===== config.mk =====
export PLATFORM = sky130hd
export DESIGN_NAME = laser_frame_header_parser
export DESIGN_NICKNAME = d
export VERILOG_FILES = /design/src/rtl/core/lfhp_pkg.sv /design/src/rtl/core/lfhp_parser.sv /design/src/rtl/core/lfhp_out_buf.sv /design/src/rtl/core/laser_frame_header_parser.sv
export SDC_FILE = /design/constraint.sdc
export NUM_CORES = 1
export LEC_CHECK = 0
export BUFFER_PORTS_ARGS = -buffer_cell sky130_fd_sc_hd__buf_2
export CORE_MARGIN = 2
export CORE_UTILIZATION = 55
export DETAILED_ROUTE_END_ITERATION = 8
export PLACE_DENSITY = 0.74
export SYNTH_ARGS = -nofsm -noshare
export SYNTH_HDL_FRONTEND = slang
export SYNTH_HIERARCHICAL = 1
export SYNTH_SLANG_ARGS = --single-unit

===== constraint.sdc =====
create_clock -name clk_i -period 22.6 [get_ports clk_i]
set_clock_uncertainty 0.1 [all_clocks]
set_input_delay 3.39 -clock clk_i [delete_from_list [all_inputs] [get_ports clk_i]]
set_output_delay 3.39 -clock clk_i [all_outputs]
set_load 0.1 [all_outputs]

===== src/rtl/core/lfhp_pkg.sv =====
// Package for the laser frame header parser.
// Holds the result type, the status codes and the sync word bytes.
// No dependencies.
`timescale 1ns / 1ps

package lfhp_pkg;

  typedef enum logic [1:0] {
    STATUS_FULL  = 2'd0,
    STATUS_SHORT = 2'd1,
    STATUS_ERROR = 2'd2
  } status_e;

  localparam logic [7:0]  SYNC_I      = 8'h49;
  localparam logic [7:0]  SYNC_L      = 8'h4C;
  localparam logic [7:0]  SYNC_D      = 8'h44;
  localparam logic [7:0]  SYNC_A      = 8'h41;
  localparam logic [31:0] CNT_MAX     = 32'hFFFF_FFFF;
  localparam logic [31:0] FORMAT_MAX  = 32'd5;
  localparam logic [31:0] SHORT_LEN   = 32'd16;
  localparam logic [31:0] FULL_LEN    = 32'd32;

  typedef struct packed {
    status_e     status;
    logic [2:0]  record_format;
    logic [63:0] frame_name;
    logic [63:0] company_name;
    logic [31:0] item_quantity;
    logic [15:0] frame_number;
    logic [15:0] frame_total;
    logic [7:0]  scanner_head;
    logic [7:0]  reserved_byte;
    logic [31:0] skipped_bytes;
  } result_t;

  function automatic logic [7:0] sync_byte(input logic [1:0] pos);
    logic [7:0] val;
    case (pos)
      2'd0:    val = SYNC_I;
      2'd1:    val = SYNC_L;
      2'd2:    val = SYNC_D;
      default: val = SYNC_A;
    endcase
    return val;
  endfunction

endpackage


===== src/rtl/core/lfhp_parser.sv =====
// Phase machine and field shift registers of the laser frame header parser.
// Produces at most one result per accepted byte. Depends on lfhp_pkg.
`timescale 1ns / 1ps

module lfhp_parser (
  input  logic              clk_i,
  input  logic              rst_ni,
  input  logic              accept_i,
  input  logic [7:0]        data_byte_i,
  input  logic              end_of_stream_i,
  input  logic              short_detect_i,
  output logic              res_valid_o,
  output lfhp_pkg::result_t res_o
);

  localparam logic [2:0] PH_SYNC   = 3'd0;
  localparam logic [2:0] PH_FORMAT = 3'd1;
  localparam logic [2:0] PH_NAME   = 3'd2;
  localparam logic [2:0] PH_OWNER  = 3'd3;
  localparam logic [2:0] PH_TAIL   = 3'd4;

  logic [2:0]  phase_q, phase_d;
  logic [1:0]  sync_q, sync_d;
  logic [2:0]  idx_q, idx_d;
  logic [31:0] fmt_q, fmt_d;
  logic [63:0] name_q, name_d;
  logic [63:0] owner_q, owner_d;
  logic [55:0] tail_q, tail_d;
  logic [31:0] cnt_q, cnt_d;

  logic [31:0] cnt_inc;
  logic [31:0] fmt_next;
  logic [63:0] name_next;
  logic [34:0] short_rhs;
  logic        short_hit;

  assign cnt_inc   = (cnt_q == lfhp_pkg::CNT_MAX) ? cnt_q : cnt_q + 32'd1;
  assign fmt_next  = {fmt_q[23:0], data_byte_i};
  assign name_next = {name_q[55:0], data_byte_i};
  // Three times the low word plus four, kept wide so that nothing wraps.
  assign short_rhs = {2'b00, name_next[31:0], 1'b0} + {3'b000, name_next[31:0]} + 35'd4;
  assign short_hit = short_detect_i && ({3'b000, name_next[63:32]} == short_rhs);

  always_comb begin
    logic clear;
    clear       = 1'b0;
    phase_d     = phase_q;
    sync_d      = sync_q;
    idx_d       = idx_q;
    fmt_d       = fmt_q;
    name_d      = name_q;
    owner_d     = owner_q;
    tail_d      = tail_q;
    cnt_d       = cnt_q;
    res_valid_o = 1'b0;
    res_o       = '0;
    if (accept_i) begin
      cnt_d = cnt_inc;
      case (phase_q)
        PH_SYNC: begin
          if (data_byte_i == lfhp_pkg::sync_byte(sync_q)) begin
            if (sync_q == 2'd3) begin
              sync_d  = 2'd0;
              phase_d = PH_FORMAT;
              idx_d   = 3'd0;
              fmt_d   = '0;
            end else begin
              sync_d = sync_q + 2'd1;
            end
          end else begin
            // A mismatching 'I' already starts the next match.
            sync_d = (data_byte_i == lfhp_pkg::SYNC_I) ? 2'd1 : 2'd0;
          end
        end
        PH_FORMAT: begin
          fmt_d = fmt_next;
          if (idx_q == 3'd3) begin
            idx_d = 3'd0;
            if (fmt_next <= lfhp_pkg::FORMAT_MAX) begin
              phase_d = PH_NAME;
              name_d  = '0;
            end else begin
              phase_d = PH_SYNC;
              sync_d  = 2'd0;
              fmt_d   = '0;
            end
          end else begin
            idx_d = idx_q + 3'd1;
          end
        end
        PH_NAME: begin
          name_d = name_next;
          if (idx_q == 3'd7) begin
            idx_d = 3'd0;
            if (short_hit) begin
              res_valid_o         = 1'b1;
              res_o.status        = lfhp_pkg::STATUS_SHORT;
              res_o.record_format = fmt_q[2:0];
              res_o.frame_name    = name_next;
              res_o.item_quantity = name_next[31:0];
              res_o.skipped_bytes = (cnt_inc == lfhp_pkg::CNT_MAX) ? lfhp_pkg::CNT_MAX
                                    : cnt_inc - lfhp_pkg::SHORT_LEN;
              clear               = 1'b1;
            end else begin
              phase_d = PH_OWNER;
              owner_d = '0;
            end
          end else begin
            idx_d = idx_q + 3'd1;
          end
        end
        PH_OWNER: begin
          owner_d = {owner_q[55:0], data_byte_i};
          if (idx_q == 3'd7) begin
            idx_d   = 3'd0;
            phase_d = PH_TAIL;
            tail_d  = '0;
          end else begin
            idx_d = idx_q + 3'd1;
          end
        end
        PH_TAIL: begin
          if (idx_q == 3'd7) begin
            res_valid_o         = 1'b1;
            res_o.status        = lfhp_pkg::STATUS_FULL;
            res_o.record_format = fmt_q[2:0];
            res_o.frame_name    = name_q;
            res_o.company_name  = owner_q;
            res_o.item_quantity = {16'd0, tail_q[55:40]};
            res_o.frame_number  = tail_q[39:24];
            res_o.frame_total   = tail_q[23:8];
            res_o.scanner_head  = tail_q[7:0];
            res_o.reserved_byte = data_byte_i;
            res_o.skipped_bytes = (cnt_inc == lfhp_pkg::CNT_MAX) ? lfhp_pkg::CNT_MAX
                                  : cnt_inc - lfhp_pkg::FULL_LEN;
            clear               = 1'b1;
          end else begin
            tail_d = {tail_q[47:0], data_byte_i};
            idx_d  = idx_q + 3'd1;
          end
        end
        default: begin
          clear = 1'b1;
        end
      endcase
      if (end_of_stream_i && !res_valid_o) begin
        res_valid_o         = 1'b1;
        res_o               = '0;
        res_o.status        = lfhp_pkg::STATUS_ERROR;
        res_o.skipped_bytes = cnt_inc;
        clear               = 1'b1;
      end
      if (clear) begin
        phase_d = PH_SYNC;
        sync_d  = '0;
        idx_d   = '0;
        fmt_d   = '0;
        name_d  = '0;
        owner_d = '0;
        tail_d  = '0;
        cnt_d   = '0;
      end
    end
  end

  always_ff @(posedge clk_i or negedge rst_ni) begin
    if (!rst_ni) begin
      phase_q <= PH_SYNC;
      sync_q  <= '0;
      idx_q   <= '0;
      fmt_q   <= '0;
      name_q  <= '0;
      owner_q <= '0;
      tail_q  <= '0;
      cnt_q   <= '0;
    end else begin
      phase_q <= phase_d;
      sync_q  <= sync_d;
      idx_q   <= idx_d;
      fmt_q   <= fmt_d;
      name_q  <= name_d;
      owner_q <= owner_d;
      tail_q  <= tail_d;
      cnt_q   <= cnt_d;
    end
  end

endmodule


===== src/rtl/core/lfhp_out_buf.sv =====
// Result register with a skid stage for the laser frame header parser.
// Decouples the result handshake from byte intake. Depends on lfhp_pkg.
`timescale 1ns / 1ps

module lfhp_out_buf (
  input  logic              clk_i,
  input  logic              rst_ni,
  input  logic              push_i,
  input  lfhp_pkg::result_t push_data_i,
  output logic              ready_o,
  output logic              out_valid_o,
  input  logic              out_ready_i,
  output lfhp_pkg::result_t out_data_o
);

  logic              main_valid_q, main_valid_d;
  logic              skid_valid_q, skid_valid_d;
  lfhp_pkg::result_t main_q, main_d;
  lfhp_pkg::result_t skid_q, skid_d;
  logic              pop;

  assign ready_o     = !skid_valid_q;
  assign out_valid_o = main_valid_q;
  assign out_data_o  = main_q;
  assign pop         = main_valid_q && out_ready_i;

  always_comb begin
    main_valid_d = main_valid_q;
    skid_valid_d = skid_valid_q;
    main_d       = main_q;
    skid_d       = skid_q;
    if (skid_valid_q) begin
      if (pop) begin
        main_d       = skid_q;
        skid_valid_d = 1'b0;
      end
    end else if (push_i) begin
      if (!main_valid_q || pop) begin
        main_d       = push_data_i;
        main_valid_d = 1'b1;
      end else begin
        skid_d       = push_data_i;
        skid_valid_d = 1'b1;
      end
    end else if (pop) begin
      main_valid_d = 1'b0;
    end
  end

  always_ff @(posedge clk_i or negedge rst_ni) begin
    if (!rst_ni) begin
      main_valid_q <= 1'b0;
      skid_valid_q <= 1'b0;
    end else begin
      main_valid_q <= main_valid_d;
      skid_valid_q <= skid_valid_d;
    end
  end

  always_ff @(posedge clk_i) begin
    main_q <= main_d;
    skid_q <= skid_d;
  end

endmodule


===== src/rtl/core/laser_frame_header_parser.sv =====
// Top level of the laser frame header parser.
// Instantiates lfhp_parser and lfhp_out_buf; depends on lfhp_pkg.
`timescale 1ns / 1ps

// The parser takes one byte per transaction and accepts a byte in every
// clock cycle in which the skid stage is empty. Each byte advances the phase
// machine and the field shift registers in the same cycle in which it is
// accepted; a result caused by a byte is registered into the output register,
// or into the skid stage behind it while that register holds an untaken
// result, so bytes keep flowing while one finished header waits to be taken;
// intake stalls only when both the output register and the skid stage hold a
// result. The search looks for the sync word "ILDA" with overlapping match,
// then reads the format word (codes 0 to 5 accepted, others restart the
// search), the name, and either reports a short palette header (when enabled
// through the configuration register and the name words fit that form) or
// continues through the owner, quantity, identity, total, scanner and
// reserved bytes. A byte flagged as end of stream that does not complete a
// header produces an error result carrying the count of bytes consumed. The
// short palette detection enable resets to one and should be written only
// while the block is idle.

module laser_frame_header_parser (
  input  logic        clk_i,
  input  logic        rst_ni,
  input  logic        cfg_we_i,
  input  logic        cfg_wdata_i,
  input  logic        in_valid_i,
  output logic        in_ready_o,
  input  logic [7:0]  data_byte_i,
  input  logic        end_of_stream_i,
  output logic        out_valid_o,
  input  logic        out_ready_i,
  output logic [1:0]  status_o,
  output logic [2:0]  record_format_o,
  output logic [63:0] frame_name_o,
  output logic [63:0] company_name_o,
  output logic [31:0] item_quantity_o,
  output logic [15:0] frame_number_o,
  output logic [15:0] frame_total_o,
  output logic [7:0]  scanner_head_o,
  output logic [7:0]  reserved_byte_o,
  output logic [31:0] skipped_bytes_o
);

  logic              short_detect_q;
  logic              accept;
  logic              res_valid;
  lfhp_pkg::result_t res;
  lfhp_pkg::result_t out_res;

  // Configuration register; writes are expected only while idle.
  always_ff @(posedge clk_i or negedge rst_ni) begin
    if (!rst_ni) begin
      short_detect_q <= 1'b1;
    end else if (cfg_we_i) begin
      short_detect_q <= cfg_wdata_i;
    end
  end

  // A byte transaction completes when the buffer has room for a result.
  assign accept = in_valid_i && in_ready_o;

  lfhp_parser u_parser (
    .clk_i           (clk_i),
    .rst_ni          (rst_ni),
    .accept_i        (accept),
    .data_byte_i     (data_byte_i),
    .end_of_stream_i (end_of_stream_i),
    .short_detect_i  (short_detect_q),
    .res_valid_o     (res_valid),
    .res_o           (res)
  );

  // The buffer is never full when a byte is taken, so a push always fits.
  lfhp_out_buf u_out_buf (
    .clk_i       (clk_i),
    .rst_ni      (rst_ni),
    .push_i      (res_valid),
    .push_data_i (res),
    .ready_o     (in_ready_o),
    .out_valid_o (out_valid_o),
    .out_ready_i (out_ready_i),
    .out_data_o  (out_res)
  );

  assign status_o        = out_res.status;
  assign record_format_o = out_res.record_format;
  assign frame_name_o    = out_res.frame_name;
  assign company_name_o  = out_res.company_name;
  assign item_quantity_o = out_res.item_quantity;
  assign frame_number_o  = out_res.frame_number;
  assign frame_total_o   = out_res.frame_total;
  assign scanner_head_o  = out_res.scanner_head;
  assign reserved_byte_o = out_res.reserved_byte;
  assign skipped_bytes_o = out_res.skipped_bytes;

endmodule

==> results of run 1 <==
critical path, cell delays in order:
cell,delay [ns]
buf_2,0.26
ha_1,0.22
inv_1,0.06
fa_1,0.43
o21bai_2,0.26
a221oi_2,0.18
o31a_1,0.37
o31ai_1,0.27
xor2_1,0.59
nand2_1,0.24
or4_1,0.57
or4_1,0.52
nand2_1,0.09
nor4b_1,0.22
and4b_1,0.57
and2_2,0.26
o21ai_1,0.18
inv_1,0.23
and4bb_4,0.77
buf_4,0.66
buf_4,0.90
power by group through the flow:
stage | sequential, mW | combinational (mW) | clock [mW]
5_1_grt | 1.86 | 2.20 | 1.41
3_3_place_gp | 1.86 | 2.09 | 0
6_report | 1.84 | 2.12 | 1.34
4_1_cts | 1.85 | 2.12 | 1.36
3_5_place_dp | 1.87 | 2.11 | 0
2_1_floorplan | 2.88 | 0.802 | 0
per-stage QoR:
stage                     util [%]  power, mW  instances  area, um2  hold slack (ns)
after floorplan                  -       3.68       3001      37100            0.358
after global placement        57.9       3.95       3968      38800            0.375
after detailed placement      57.9       3.98       3968      38800            0.375
after CTS                     61.9       5.33       4113      41500            0.396
after global routing          61.9       5.48       4114      41500            0.404
final                         61.9       5.30       4114      41500            0.398
registers in the layout, summed over array words and instances, names as in the netlist:
name                    cells
u_parser/fmt_q             24
u_parser/sync_q             2
u_out_buf/out_valid_o       1
u_out_buf/skid_valid_q      1
u_parser/idx_q              3
u_parser/name_q            64
u_parser/cnt_q             32
u_parser/owner_q           64
u_out_buf/out_data_o      245
short_detect_q              1
u_out_buf/skid_q          245
u_parser/tail_q            56
u_parser/phase_q            3
cell type report:
type	instances	area (um2)	share of cell area (%)
Antenna cell	1	2.50	0.00603
Inverter	98	368	0.886
Tap cell	873	1090	2.63
Sequential cell	741	21000	50.6
Clock inverter	45	593	1.43
Multi-Input combinational cell	1959	14800	35.5
Timing Repair Buffer	297	1590	3.82
Clock buffer	100	2130	5.12
logic make-up after synthesis:
| logic type | synth area share [%] |
|---|---|
| AND/OR/NAND/NOR | 11.8 |
| flip-flops | 56.5 |
| AO/OA/AOI/OAI | 12.1 |
| multiplexers | 11.3 |
| buffers and inverters | 3.93 |
| XOR/XNOR | 2.47 |
| adder cells (fa/ha/maj) | 1.91 |
per-layer routing:
metal / vias to the layer above / GRT usage [%] / share of wire (%)
met5: - / 0 / 0.013
met4: 2 / 9.31 / 3.0
met3: 147 / 3.91 / 6.1
met2: 1001 / 45.1 / 48
met1: 12900 / 38.7 / 43
li1: 11600 / - / -
worst paths after layout:
check / start / to / slack (ns) / cells after the start
max: data_byte_i[1] / u_out_buf/skid_q[95] / 11.34 / 21
min: u_parser/owner_q[59] / u_parser/owner_q[59] / 0.40 / 1
max reg2reg: u_parser/name_q[6] / u_out_buf/skid_q[95] / 14.19 / 18
min reg2reg: u_parser/owner_q[59] / u_parser/owner_q[59] / 0.40 / 1
max in group asynchronous: rst_ni / u_out_buf/skid_valid_q / 18.09 / 2
min in group asynchronous: rst_ni / u_parser/tail_q[14] / 2.70 / 1
cells in the mapped netlist, drive strengths merged, types with 8 or more instances:
library cell | number | area share, %
xor2 | 42 | 0.99
a22o | 162 | 3.8
nor3b | 12 | 0.24
dfrtp | 250 | 17
a211o | 13 | 0.31
nand2b | 8 | 0.13
nor3 | 115 | 1.6
o2bb2ai | 23 | 0.54
a211oi | 18 | 0.38
a21o | 24 | 0.49
or2 | 13 | 0.22
or4 | 11 | 0.23
mux2 | 251 | 9.5
edfxtp | 490 | 40
o21a | 14 | 0.28
clkbuf | 129 | 1.3
nand4 | 43 | 0.74
o31ai | 18 | 0.38
and2 | 32 | 0.54
buf | 74 | 1.6
and3 | 88 | 1.5
nor2 | 121 | 1.2
nand2 | 291 | 2.9
and4 | 13 | 0.31
a21oi | 152 | 2.0
nand3 | 49 | 0.66
nor4 | 28 | 0.57
xnor2 | 55 | 1.3
ha | 55 | 1.9
a22oi | 12 | 0.24
a31oi | 20 | 0.34
o211ai | 14 | 0.28
inv | 98 | 0.99
mux2i | 67 | 1.8
o22ai | 8 | 0.13
nor2b | 9 | 0.15
or3 | 13 | 0.22
o21ai | 62 | 0.87
==> impl_metrics.xml, run 1 <==
<?xml version="1.0" encoding="UTF-8"?>
<metrics>
  <group name="run_status">
    <metric name="outcome" unit="">finished, final reports clean</metric>
  </group>
  <group name="global_routing">
    <metric name="grt_total_ovfl" unit="">0</metric>
    <metric name="grt_first_pass_wirelength" unit="mm">151</metric>
    <metric name="globalRouteTotalUtil" unit="%">27.8</metric>
    <metric name="via_count_of_the_first_global_routing_pass" unit="">25200</metric>
    <metric name="antenna_found_initial" unit="">3</metric>
    <metric name="grt_start_max_net_pins" unit="">111</metric>
  </group>
  <group name="floorplan">
    <metric name="floorplan.initialDensity" unit="%">55.4</metric>
    <metric name="fp.dieArea" unit="um2">69600</metric>
    <metric name="chipWidth" unit="um">264</metric>
    <metric name="dieHeight" unit="um">264</metric>
    <metric name="ioPinCount" unit="">262</metric>
    <metric name="std_cell_rows" unit="">95</metric>
    <metric name="core_region_area" unit="um2">67000</metric>
  </group>
  <group name="routing">
    <metric name="detail_route.iter0.violations" unit="">2585</metric>
    <metric name="vias" unit="">25700</metric>
    <metric name="drt-total-wl" unit="mm">98.2</metric>
    <metric name="drc_errors" unit="">0</metric>
    <metric name="drt.antenna.violating_nets" unit="">0</metric>
    <metric name="avgRoutedWirePerCell" unit="um">23.9</metric>
    <metric name="firstDrtPassIters" unit="">7</metric>
    <metric name="via_per_inst" unit="">6.25</metric>
  </group>
  <group name="worst_setup_path">
    <metric name="startpoint_type" unit="">primary input</metric>
    <metric name="crit_type" unit="">in -&gt; reg</metric>
    <metric name="critical_path_arrival" unit="ns">11.40</metric>
    <metric name="endpoint_kind" unit="">flip-flop</metric>
    <metric name="worstPathMaxFanout" unit="">76</metric>
    <metric name="critPathRequiredTime" unit="ns">22.74</metric>
  </group>
  <group name="sta">
    <metric name="timing.fmax" unit="MHz">88.8</metric>
    <metric name="setup-tns-final" unit="ns">0</metric>
    <metric name="max_slew.worst_pin.slew" unit="ns">1.39</metric>
    <metric name="max-slew-margin-rel" unit="%">6.20</metric>
    <metric name="min_period_over_period" unit="%">49.8</metric>
    <metric name="timing.final.hold_violations" unit="">0</metric>
    <metric name="drv_slew" unit="">0</metric>
    <metric name="setup_viol_count_final" unit="">0</metric>
    <metric name="worst_setup_margin" unit="ns">11.34</metric>
    <metric name="grt_setup_unrepaired" unit="">false</metric>
    <metric name="timing.final.crit_period" unit="ns">11.26</metric>
  </group>
  <group name="placed_design">
    <metric name="dp_worst_setup_slack" unit="ns">10.80</metric>
    <metric name="gpl.final_weighted_congestion" unit="">0.919</metric>
    <metric name="place_hpwl" unit="mm">66.7</metric>
    <metric name="io_buffer_count" unit="">261</metric>
  </group>
  <group name="synthesis">
    <metric name="synth_seq_cells" unit="">741</metric>
    <metric name="syn-num-nets" unit="">3072</metric>
    <metric name="synth.cell_area" unit="um2">37100</metric>
    <metric name="avgSynthCellArea" unit="um2">12.4</metric>
    <metric name="synth.yosys.warnings" unit="">6</metric>
    <metric name="yosys_most_used_dff" unit="">edfxtp_1</metric>
    <metric name="post_synth_num_cell_types" unit="">102</metric>
    <metric name="postSynth.asyncResetShare" unit="%">33.9</metric>
    <metric name="postSynthCellCount" unit="">3001</metric>
    <metric name="synth_enable_flop_cells" unit="">490</metric>
    <metric name="sequential_to_total_area_share_from_yosys_stat" unit="%">56.5</metric>
  </group>
  <group name="power">
    <metric name="internal_power" unit="mW">3.01</metric>
    <metric name="peakVddDrop" unit="uV">116</metric>
    <metric name="p_sw_share" unit="%">43.2</metric>
    <metric name="clock_power_share" unit="%">25.2</metric>
    <metric name="power.switching" unit="mW">2.29</metric>
    <metric name="pwr_density_cell" unit="nW/um2">128</metric>
    <metric name="p_seq_share" unit="%">34.8</metric>
    <metric name="leakage_power" unit="nW">16.3</metric>
    <metric name="comb_power_share" unit="%">40.0</metric>
  </group>
  <group name="clocking">
    <metric name="cts_setup_buffers" unit="">0</metric>
    <metric name="clk-insertion-delay-late" unit="ns">0.63</metric>
    <metric name="cts_hold_repair.buffers" unit="">0</metric>
    <metric name="cts_htree_levels" unit="">3</metric>
    <metric name="clock_path_buffers" unit="">3</metric>
    <metric name="cts-buffers-inserted" unit="">78</metric>
    <metric name="clock_slew_seen_by_the_registers_of_the_worst_setup_and_hold_paths" unit="ns">0.06</metric>
    <metric name="cts-root-buf" unit="">clkbuf_16</metric>
    <metric name="cts_tree" unit="">built</metric>
    <metric name="tritoncts_num_sinks" unit="">741</metric>
    <metric name="cts_resized" unit="">0</metric>
  </group>
  <group name="layout">
    <metric name="nNetsFinal" unit="">3246</metric>
    <metric name="proportion_of_layout_cells_with_a_drive_suffix_above_1" unit="%">22.3</metric>
    <metric name="syn2layout_area_growth" unit="%">11.8</metric>
    <metric name="layout.cells.most_common" unit="">edfxtp_1</metric>
    <metric name="most_frequent_cells_in_the_layout" unit="">490 x edfxtp_1, 289 x nand2_1, 260 x buf_2, 249 x dfrtp_1, 186 x mux2_4</metric>
    <metric name="fillers" unit="">5081</metric>
  </group>
  <group name="run">
    <metric name="drv_cap" unit="">0</metric>
  </group>
  <group name="hold_path">
    <metric name="worst_hold_path_type" unit="">reg -&gt; reg</metric>
  </group>
</metrics>
No activity file was read; power rests on OpenSTA's default activity.
==> run 2: changes to the inputs <==
--- a/config.mk
+++ b/config.mk
@@ -9,7 +9,7 @@
 export CORE_MARGIN = 2
 export CORE_UTILIZATION = 55
 export DETAILED_ROUTE_END_ITERATION = 8
-export PLACE_DENSITY = 0.74
+export PLACE_DENSITY = 0.77
 export SYNTH_ARGS = -nofsm -noshare
 export SYNTH_HDL_FRONTEND = slang
 export SYNTH_HIERARCHICAL = 1
==> constraint.sdc (replaced) <==
create_clock -name clk_i -period 9.55 [get_ports clk_i]
set_clock_uncertainty 0.1 [all_clocks]
set_input_delay 1.4325 -clock clk_i [delete_from_list [all_inputs] [get_ports clk_i]]
set_output_delay 1.4325 -clock clk_i [all_outputs]
set_load 0.1 [all_outputs]
==> impl_metrics.xml, run 2 (synthesis gave the netlist of run 1 again) <==
<?xml version="1.0" encoding="UTF-8"?>
<metrics>
  <group name="sta">
    <metric name="timing.fmax" unit="MHz">128</metric>
    <metric name="worst_setup_margin" unit="ns">1.76</metric>
    <metric name="timing.final.hold_violations" unit="">0</metric>
    <metric name="max-slew-margin-rel" unit="%">6.10</metric>
    <metric name="min_period_over_period" unit="%">81.6</metric>
    <metric name="timing.final.crit_period" unit="ns">7.79</metric>
    <metric name="drv_slew" unit="">0</metric>
    <metric name="setup_viol_count_final" unit="">0</metric>
    <metric name="setup-tns-final" unit="ns">0</metric>
    <metric name="grt_setup_unrepaired" unit="">false</metric>
    <metric name="max_slew.worst_pin.slew" unit="ns">1.40</metric>
  </group>
  <group name="routing">
    <metric name="via_per_inst" unit="">6.30</metric>
    <metric name="vias" unit="">26000</metric>
    <metric name="detail_route.iter0.violations" unit="">2784</metric>
    <metric name="avgRoutedWirePerCell" unit="um">24.1</metric>
    <metric name="drt-total-wl" unit="mm">99.2</metric>
    <metric name="drc_errors" unit="">0</metric>
    <metric name="firstDrtPassIters" unit="">6</metric>
    <metric name="drt.antenna.violating_nets" unit="">0</metric>
  </group>
  <group name="worst_setup_path">
    <metric name="worst-r2r-setup-slack" unit="ns">2.51</metric>
    <metric name="endpoint_kind" unit="">flip-flop</metric>
    <metric name="rr_endpoint" unit="">u_out_buf/out_data_o[72]</metric>
    <metric name="critPathRequiredTime" unit="ns">9.76</metric>
    <metric name="worstPathMaxFanout" unit="">44</metric>
    <metric name="worst_r2r_path_depth" unit="">17</metric>
    <metric name="critical_path_arrival" unit="ns">8.00</metric>
    <metric name="crit_type" unit="">in -&gt; reg</metric>
    <metric name="reg2reg_from" unit="">u_parser/name_q[5]</metric>
    <metric name="startpoint_type" unit="">primary input</metric>
  </group>
  <group name="layout">
    <metric name="finalCoreUtilization" unit="%">62.1</metric>
    <metric name="proportion_of_layout_cells_with_a_drive_suffix_above_1" unit="%">22.4</metric>
    <metric name="fin_area" unit="um2">41600</metric>
    <metric name="layout.cells.most_common" unit="">edfxtp_1</metric>
    <metric name="nNetsFinal" unit="">3255</metric>
    <metric name="fillers" unit="">5083</metric>
    <metric name="most_frequent_cells_in_the_layout" unit="">490 x edfxtp_1, 289 x nand2_1, 260 x buf_2, 249 x dfrtp_1, 186 x mux2_4</metric>
    <metric name="syn2layout_area_growth" unit="%">12.1</metric>
  </group>
  <group name="clocking">
    <metric name="cts_hold_repair.buffers" unit="">0</metric>
    <metric name="cts-buffers-inserted" unit="">78</metric>
    <metric name="cts_tree" unit="">built</metric>
    <metric name="cts_resized" unit="">0</metric>
    <metric name="cts_htree_levels" unit="">3</metric>
    <metric name="clk-insertion-delay-late" unit="ns">0.64</metric>
    <metric name="cts_setup_buffers" unit="">0</metric>
    <metric name="cts-root-buf" unit="">clkbuf_16</metric>
    <metric name="clock_slew_seen_by_the_registers_of_the_worst_setup_and_hold_paths" unit="ns">0.06</metric>
    <metric name="tritoncts_num_sinks" unit="">741</metric>
    <metric name="clock_path_buffers" unit="">3</metric>
  </group>
  <group name="global_routing">
    <metric name="grt_total_ovfl" unit="">0</metric>
    <metric name="globalRouteTotalUtil" unit="%">28.0</metric>
    <metric name="antenna_found_initial" unit="">5</metric>
    <metric name="grt_first_pass_wirelength" unit="mm">153</metric>
    <metric name="grt_start_max_net_pins" unit="">123</metric>
    <metric name="via_count_of_the_first_global_routing_pass" unit="">25400</metric>
  </group>
  <group name="floorplan">
    <metric name="std_cell_rows" unit="">95</metric>
    <metric name="floorplan.initialDensity" unit="%">55.4</metric>
    <metric name="dieHeight" unit="um">264</metric>
    <metric name="chipWidth" unit="um">264</metric>
    <metric name="ioPinCount" unit="">262</metric>
    <metric name="core_region_area" unit="um2">67000</metric>
    <metric name="fp.dieArea" unit="um2">69600</metric>
  </group>
  <group name="run">
    <metric name="drv_cap" unit="">0</metric>
  </group>
  <group name="power">
    <metric name="leakage_power" unit="nW">16.4</metric>
    <metric name="p_total" unit="mW">12.6</metric>
    <metric name="peakVddDrop" unit="uV">282</metric>
    <metric name="pwr_density_cell" unit="nW/um2">302</metric>
  </group>
  <group name="placed_design">
    <metric name="place_hpwl" unit="mm">67.4</metric>
    <metric name="io_buffer_count" unit="">261</metric>
    <metric name="gpl.final_weighted_congestion" unit="">0.960</metric>
    <metric name="placement.cell_area" unit="um2">39000</metric>
    <metric name="dp_worst_setup_slack" unit="ns">1.21</metric>
  </group>
  <group name="run_status">
    <metric name="outcome" unit="">finished, final reports clean</metric>
  </group>
  <group name="hold_path">
    <metric name="worst_hold_path_type" unit="">reg -&gt; reg</metric>
    <metric name="number_of_cells_on_the_worst_hold_path" unit="">1</metric>
    <metric name="hold_start" unit="">u_parser/owner_q[61]</metric>
    <metric name="timing.hold.worst_endpoint" unit="">u_parser/owner_q[61]</metric>
  </group>
</metrics>
run 2: cell types whose count changed in the layout (fill, tap and decap cells not counted), moves of 6 or more:
cell and delta:
clkbuf_8 +6, clkbuf_1 +10, clkbuf_16 +6, bufinv_16 -7
clkinv_1 -6, buf_12 +7, clkinv_2 -6
run 2: through the flow:
stage	instances	hold WS, ns
final	4123	0.401
after global routing	4123	0.422
after CTS	4121	0.397
after detailed placement	3977	0.378
after global placement	3977	0.376
after floorplan	3001	0.358
run 2: critical path, cell delays in order:
cell      delay [ns]
buf_2           0.25
ha_1            0.24
inv_1           0.06
fa_1            0.42
o21bai_2        0.26
a221oi_2        0.17
o31a_1          0.36
o31ai_1         0.31
xor2_1          0.48
nand2_1         0.20
or4_1           0.51
or4_1           0.53
nand2_1         0.09
nor4b_1         0.21
and4b_1         0.57
and2_2          0.24
o21ai_1         0.19
inv_1           0.23
o22a_4          0.77
buf_12          0.33
run 2: per-layer routing:
metal	up-vias	wire length (um)	GRT usage, %	part of all wire [%]
met5	-	23	0	0.023
met1	13000	41900	38.7	42
met2	1118	47800	45.9	48
met4	4	2930	9.15	3.0
li1	11600	-	-	-
met3	177	6550	3.99	6.6
run 2: worst max path at each step:
stage	slack, ns	endpoint	startpoint	cells after the start
after global routing	1.32	u_out_buf/out_data_o[74]	data_byte_i[1]	20
after detailed placement	1.21	u_out_buf/out_data_o[73]	data_byte_i[1]	20
final	1.76	u_out_buf/out_data_o[72]	data_byte_i[1]	20
after CTS	1.84	u_out_buf/out_data_o[73]	data_byte_i[1]	20
after floorplan	0.13	u_out_buf/out_data_o[0]	data_byte_i[2]	19
after global placement	1.36	u_out_buf/out_data_o[70]	data_byte_i[1]	20
run 2: area by class of cell:
class | instances | area (um2) | share of cell area, %
clock inverter | 22 | 259 | 0.622
inverter | 98 | 368 | 0.884
clock buffer | 122 | 2400 | 5.76
tap | 873 | 1090 | 2.62
timing repair buffer | 306 | 1740 | 4.18
antenna | 2 | 5.00 | 0.0120
sequential | 741 | 21000 | 50.4
multi-input combinational | 1959 | 14800 | 35.5
run 2: report_power, final:
part           leakage [nW]  switching, mW  internal, mW
Clock                  1.30           1.27          1.82
Sequential             7.96          0.309          4.10
Combinational          7.12           3.87          1.19
